--- src/rtl/gsa_pkg.sv ---
`timescale 1ns / 1ps
`default_nettype none
package gsa_pkg;

   localparam int NODE_IDX_W  = 6;
   localparam int ACT_W       = 16;
   localparam int WEIGHT_W    = 16;
   localparam int KEEP_W      = 17;
   localparam int SUM_W       = 24;
   localparam int PROD_W      = 32;
   localparam int SCALED_W    = 49;
   localparam int PULSE_W     = 8;
   localparam int CSR_INDEX_W = 2;
   localparam int CSR_DATA_W  = 16;

   localparam logic [ACT_W-1:0] ACT_ONE = 16'd32768;
   localparam logic [SUM_W-1:0] SUM_MAX = 24'hFFFFFF;

   localparam logic [2:0] ACTION_ADD_NODE = 3'd0;
   localparam logic [2:0] ACTION_ADD_EDGE = 3'd1;
   localparam logic [2:0] ACTION_SET_ACT  = 3'd2;
   localparam logic [2:0] ACTION_PULSE    = 3'd3;
   localparam logic [2:0] ACTION_RESET    = 3'd4;
   localparam logic [2:0] ACTION_READ     = 3'd5;

   localparam logic [1:0] STATUS_OK      = 2'd0;
   localparam logic [1:0] STATUS_MISSING = 2'd1;
   localparam logic [1:0] STATUS_FULL    = 2'd2;

   localparam logic [CSR_INDEX_W-1:0] CSR_DECAY     = 2'd0;
   localparam logic [CSR_INDEX_W-1:0] CSR_THRESHOLD = 2'd1;
   localparam logic [CSR_INDEX_W-1:0] CSR_PULSES    = 2'd2;
   localparam logic [CSR_INDEX_W-1:0] CSR_BASE      = 2'd3;

   typedef struct packed {
      logic [2:0]            action;
      logic [NODE_IDX_W-1:0] first_node;
      logic [NODE_IDX_W-1:0] second_node;
      logic [15:0]           amount;
      logic                  both_ways;
      logic [PULSE_W-1:0]    pulse_count;
   } req_type;

   typedef struct packed {
      logic [1:0]       status;
      logic [ACT_W-1:0] activation_out;
      logic             node_present;
   } rsp_type;

   typedef struct packed {
      logic [NODE_IDX_W-1:0] src;
      logic [NODE_IDX_W-1:0] dst;
      logic [WEIGHT_W-1:0]   weight;
   } edge_type;

   typedef struct packed {
      logic mul_en;
      logic scale_en;
   } term_ctrl_type;

endpackage
`default_nettype wire

--- src/rtl/gsa_term_unit.sv ---
`timescale 1ns / 1ps
`default_nettype none
// Two-stage product act * weight * keep.
module gsa_term_unit (
   input  logic                             clock,
   input  gsa_pkg::term_ctrl_type           ctrl,
   input  logic [gsa_pkg::ACT_W-1:0]        act,
   input  logic [gsa_pkg::WEIGHT_W-1:0]     weight,
   input  logic [gsa_pkg::KEEP_W-1:0]       keep,
   output logic [gsa_pkg::SCALED_W-1:0]     scaled
);
   import gsa_pkg::*;

   logic [PROD_W-1:0]   prod_ff;
   logic [SCALED_W-1:0] scaled_ff;

   always_ff @(posedge clock) begin
      if (ctrl.mul_en) begin
         prod_ff <= act * weight;
      end
      if (ctrl.scale_en) begin
         scaled_ff <= SCALED_W'(prod_ff) * SCALED_W'(keep);
      end
   end

   assign scaled = scaled_ff;
endmodule
`default_nettype wire

--- config.mk ---
export PLATFORM = sky130hd
export DESIGN_NAME = gsa_term_unit
export DESIGN_NICKNAME = d
export VERILOG_FILES = /design/src/rtl/gsa_pkg.sv /design/src/rtl/gsa_term_unit.sv
export SDC_FILE = /design/constraint.sdc
export NUM_CORES = 2
export LEC_CHECK = 0
export BUFFER_PORTS_ARGS = -buffer_cell sky130_fd_sc_hd__buf_4
export CORE_ASPECT_RATIO = 0.8
export CORE_MARGIN = 2
export CORE_UTILIZATION = 30
export DETAILED_ROUTE_END_ITERATION = 10
export PLACE_DENSITY = 0.55
export SLEW_MARGIN = 5
export SYNTH_ARGS = -nofsm -noshare
export SYNTH_HDL_FRONTEND = slang
export SYNTH_SLANG_ARGS = --single-unit
--- constraint.sdc ---
create_clock -name clock -period 7.7 [get_ports clock]
set_clock_uncertainty 0.05 [all_clocks]
set_input_delay 0.77 -clock clock [delete_from_list [all_inputs] [get_ports clock]]
set_output_delay 0.77 -clock clock [all_outputs]
set_load 0.05 [all_outputs]
[Yosys cells after proc, flatten, opt, wreduce, memory -nomap -nowiden]
Cells that the tools add are included.
W data, S select, Z words.
Word-level totals
  output and inout port bits: 49
  register bits after elaboration: 81
Operators by class
  multiply operators: 2
Operators with widths (count)
  $mul A32 B17 Y49: 1
  $mul A16 B16 Y32: 1

[Longest topological paths before layout]
  depth after elaboration: 1
  depth in mapped cells: 25

[Least setup slack after synthesis]
OpenSTA, ideal clock, no wires.
  kind: input port to flip-flop
  start point: input weight[1] (netlist bit)
  end point: register prod_ff[31], data pin
  library setup time: 0.259 ns
  setup slack: 1.055 ns
  cell stages on the path: 23
  data required time: 7.391 ns
  data arrival time: 6.335 ns
  path through: clkbuf_1 nand2_1 fa_1 inv_1 fa_1 inv_1 fa_1 inv_1 fa_1 inv_1 fa_1 inv_1 fa_1 ha_1 a211o_1 a211oi_2 a2bb2oi_2 o21ai_2 a311o_1 and3b_1 nor2_1 a21oi_1 xnor2_1
On the way
  word-level cells in the longest chain between the ends: 1
RTL lines
  start: declaration: RTL line gsa_term_unit.sv:8  | input logic [gsa_pkg::WEIGHT_W-1:0] weight,
  $mul A16 B16 Y32: RTL line gsa_term_unit.sv:19  | prod_ff <= act * weight;
  end signal: assignment: RTL line gsa_term_unit.sv:19
  end: declaration: RTL line gsa_term_unit.sv:14  | logic [PROD_W-1:0] prod_ff;
Every way passes these cells.
A chain may end at the register's enable or synchronous reset.

[Worst setup path in the final report]
  start point: register prod_ff[17]
  end point: register scaled_ff[48] (netlist: scaled[48]), data pin
On the way
  word-level cells in the longest chain between the ends: 1
RTL lines
  $mul A32 B17 Y49: RTL line gsa_term_unit.sv:22  | scaled_ff <= SCALED_W'(prod_ff) * SCALED_W'(keep);
  end signal: assignment: RTL line gsa_term_unit.sv:22
  end: declaration: RTL line gsa_term_unit.sv:15  | logic [SCALED_W-1:0] scaled_ff;
Every way passes these cells.

==> load_flow_metrics.sql <==
INSERT INTO impl_metrics (metric_group, metric, value, unit) VALUES
('run_status', 'run_status', 'completed', ''),
('logic_synthesis', 'synth_sequential_area_ratio', '8.65', '%'),
('critical_path', 'cp.arrival', '7.14', 'ns'),
('critical_path', 'critPathKind', 'flop to flop', ''),
('sta', 'setup_violations', '0', ''),
('logic_synthesis', 'synth_top_cell_area_share', '45.8', '%'),
('floorplanning', 'chipWidth', '346', 'um'),
('logic_synthesis', 'synth.net_count', '4019', ''),
('sta', 'final_max_slew_viol_count', '0', ''),
('critical_path', 'critical_path.max_fanout', '17', ''),
('sta', 'finalHoldViolations', '0', ''),
('drt', 'detailroute.via_count', '19969', ''),
('logic_synthesis', 'post_synth_instance_area', '28100', 'um2'),
('finish', 'area_growth', '8.22', '%'),
('min_path', 'min-delay-path-class', 'primary input to flop', ''),
('logic_synthesis', 'yosysUniqueCellTypes', '63', ''),
('placed_design', 'total_of_buffers_placed_on_input_and_output_ports', '100', ''),
('logic_synthesis', 'top_count_cell_post_synth', 'sky130_fd_sc_hd__inv_1', ''),
('drt', 'firstDrtPassIters', '5', ''),
('grt', 'globalRoute.totalOverflow', '0', ''),
('grt', 'grt_max_degree', '50', ''),
('sta', 'final.setup.tns', '0', 'ns'),
('clock_tree', 'worst_skew_pair.late_latency', '0.40', 'ns'),
('logic_synthesis', 'async_flop_share', '0', '%'),
('floorplanning', 'die_area', '96200', 'um2'),
('critical_path', 'crit_start', 'prod_ff[17]$_DFFE_PP_', ''),
('clock_tree', 'post-cts-setup-buffer-count', '0', ''),
('finish', 'n_fill_cell', '9722', ''),
('grt', 'grt_usage', '16.1', '%'),
('clock_tree', 'cts-root-to-sink-buffers', '2', ''),
('drt', 'dr.first_iter.drc_count', '1209', ''),
('drt', 'route.antenna.remaining_nets', '0', ''),
('drt', 'drt-total-wl', '75500', 'um'),
('grt', 'grt_pass1_vias', '20611', ''),
('logic_synthesis', 'netlist.top_cell.by_area', 'sky130_fd_sc_hd__fa_1', ''),
('logic_synthesis', 'synth_enable_flop_cells', '81', ''),
('clock_tree', 'clock_tree_from_tritoncts', 'yes', ''),
('sta', 'rsz0062_at_grt', 'false', ''),
('sta', 'fmax', '0.142', 'GHz'),
('grt', 'grt_pass1_wl', '120000', 'um'),
('logic_synthesis', 'synth_warnings', '0', ''),
('clock_tree', 'cts_resized', '0', ''),
('logic_synthesis', 'synthCells', '3097', ''),
('critical_path', 'start_kind', 'flop', ''),
('critical_path', 'crit_path_end_kind', 'flop', ''),
('logic_synthesis', 'synth.avg_cell_area', '9.08', 'um2'),
('floorplanning', 'fp.dieH', '278', 'um'),
('finish', 'layout.nets', '4024', ''),
('finish', 'multi_input_combinational_cell_area', '22200', 'um2'),
('critical_path', 'startpoint_of_the_worst_register_to_register_path', 'prod_ff[17]$_DFFE_PP_', ''),
('logic_synthesis', 'synth_top_flop_cell', 'sky130_fd_sc_hd__edfxtp_1', ''),
('grt', 'grt_antenna_before_repair', '5', ''),
('drt', 'drc_errors', '0', ''),
('drt', 'routed_via_density', '4.61', ''),
('floorplanning', 'floorplan.initialDensity', '30.2', '%'),
('logic_synthesis', 'synth.top_cells.by_count', 'sky130_fd_sc_hd__inv_1 (791), sky130_fd_sc_hd__fa_1 (643), sky130_fd_sc_hd__nand2_1 (541), sky130_fd_sc_hd__and2_1 (301), sky130_fd_sc_hd__ha_1 (227)', ''),
('floorplanning', 'ioPinCount', '101', ''),
('clock_tree', 'cts.hold.buffers_added', '0', ''),
('logic_synthesis', 'synth_seq_cells', '81', ''),
('clock_tree', 'htreeDepth', '3', ''),
('floorplanning', 'placementRows', '100', ''),
('sta', 'post-route-period-util', '91.6', '%'),
('logic_synthesis', 'synth.top_cells.by_area', 'sky130_fd_sc_hd__fa_1 (46%), sky130_fd_sc_hd__inv_1 (11%), sky130_fd_sc_hd__ha_1 (10%)', ''),
('finish', 'final_layout_size_suffix_gt1_share', '5.09', '%'),
('finish', 'layout.area.seq', '2430', 'um2'),
('critical_path', 'critPathRequiredTime', '7.78', 'ns'),
('placed_design', 'gp_congestion', '0.839', ''),
('critical_path', 'rr_worst_depth', '20', ''),
('critical_path', 'regToRegEndpoint', 'scaled[48]$_DFFE_PP_', ''),
('min_path', 'hold_startpoint', 'ctrl[1]', ''),
('clock_tree', 'clk_transition_reported_paths', '0.09', 'ns');
per-stage QoR:
stage | utilization, % | hold WS [ns] | instances | area [um2] | worst slack, ns
after floorplan | - | 0.564 | 3097 | 28100 | 1.06
after global placement | 32.3 | 1.20 | 4315 | 30100 | 0.587
after detailed placement | 32.3 | 1.19 | 4315 | 30100 | 0.487
after CTS | 32.7 | 0.770 | 4330 | 30400 | 0.669
after global routing | 32.7 | 0.789 | 4330 | 30400 | 0.340
final | 32.7 | 0.782 | 4333 | 30400 | 0.647
flip-flops by register name (all words and copies together) (netlist names):
| name | count |
|---|---|
| prod_ff | 32 |
| scaled | 49 |
cell type report:
| class | instances | area share [%] |
|---|---|---|
| timing repair buffer | 121 | 2.99 |
| antenna | 3 | 0.0247 |
| inverter | 791 | 9.76 |
| clock inverter | 6 | 0.383 |
| clock buffer | 9 | 0.740 |
| multi-input combinational | 2098 | 73.1 |
| sequential | 81 | 8.00 |
| tap | 1224 | 5.03 |
worst max-delay path: stages, from the launching register on:
cell and delay [ns]:
sky130_fd_sc_hd__edfxtp_1 0.97, sky130_fd_sc_hd__nand2_1 0.18, sky130_fd_sc_hd__fa_1 0.55, sky130_fd_sc_hd__fa_1 0.48, sky130_fd_sc_hd__fa_1 0.55, sky130_fd_sc_hd__inv_1 0.05
sky130_fd_sc_hd__fa_1 0.46, sky130_fd_sc_hd__fa_1 0.52, sky130_fd_sc_hd__inv_1 0.05, sky130_fd_sc_hd__fa_1 0.47, sky130_fd_sc_hd__inv_1 0.04, sky130_fd_sc_hd__ha_1 0.38
sky130_fd_sc_hd__a21oi_1 0.13, sky130_fd_sc_hd__o21ai_0 0.31, sky130_fd_sc_hd__o2111ai_1 0.13, sky130_fd_sc_hd__nor2b_1 0.18, sky130_fd_sc_hd__a2111oi_2 0.48, sky130_fd_sc_hd__o2111ai_1 0.36
sky130_fd_sc_hd__nand4_1 0.17, sky130_fd_sc_hd__o211ai_1 0.11, sky130_fd_sc_hd__xnor2_1 0.13
metal layers:
| layer | wire length, um | up-vias | global-route usage, % |
|---|---|---|---|
| met4 | 613 | 6 | 2.18 |
| met1 | 37200 | 10244 | 24.8 |
| met2 | 31100 | 619 | 23.0 |
| met3 | 6520 | 46 | 3.94 |
| li1 | - | 9054 | - |
| met5 | 40 | - | 0 |
worst min-delay path by stage:
stage	end	cells past startpoint
floorplan	scaled[0]$_DFFE_PP_	1
global placement	prod_ff[0]$_DFFE_PP_	2
detailed placement	prod_ff[0]$_DFFE_PP_	2
CTS	prod_ff[0]$_DFFE_PP_	2
global route	prod_ff[14]$_DFFE_PP_	1
finish	prod_ff[16]$_DFFE_PP_	1
cell families (layout without fill, tap and decap cells):
group / count (synthesis) / after routing / synth area share (%)
and+or+nand+nor: 943 / 943 / 15.9
xor gates and xnor gates: 76 / 76 / 2.37
DFF: 81 / 81 / 8.65
adders and majority gates: 870 / 870 / 55.9
AOI/OAI and AO/OA: 209 / 209 / 4.92
buffers and inverters: 918 / 927 / 12.3
other: 0 / 3 / 0
cells in the final DEF (no fill, tap or decap), types with 35 or more instances in the layout:
cell type	instances
sky130_fd_sc_hd__inv_1	791
sky130_fd_sc_hd__fa_1	643
sky130_fd_sc_hd__nand2_1	541
sky130_fd_sc_hd__and2_1	301
sky130_fd_sc_hd__ha_1	227
sky130_fd_sc_hd__buf_4	121
sky130_fd_sc_hd__edfxtp_1	81
sky130_fd_sc_hd__a21oi_1	72
sky130_fd_sc_hd__xnor2_1	54
sky130_fd_sc_hd__o21ai_0	35
Power is left out: the tool's default activity adds up to more than one toggle a clock period on the data nets, which glitch-free logic cannot reach.
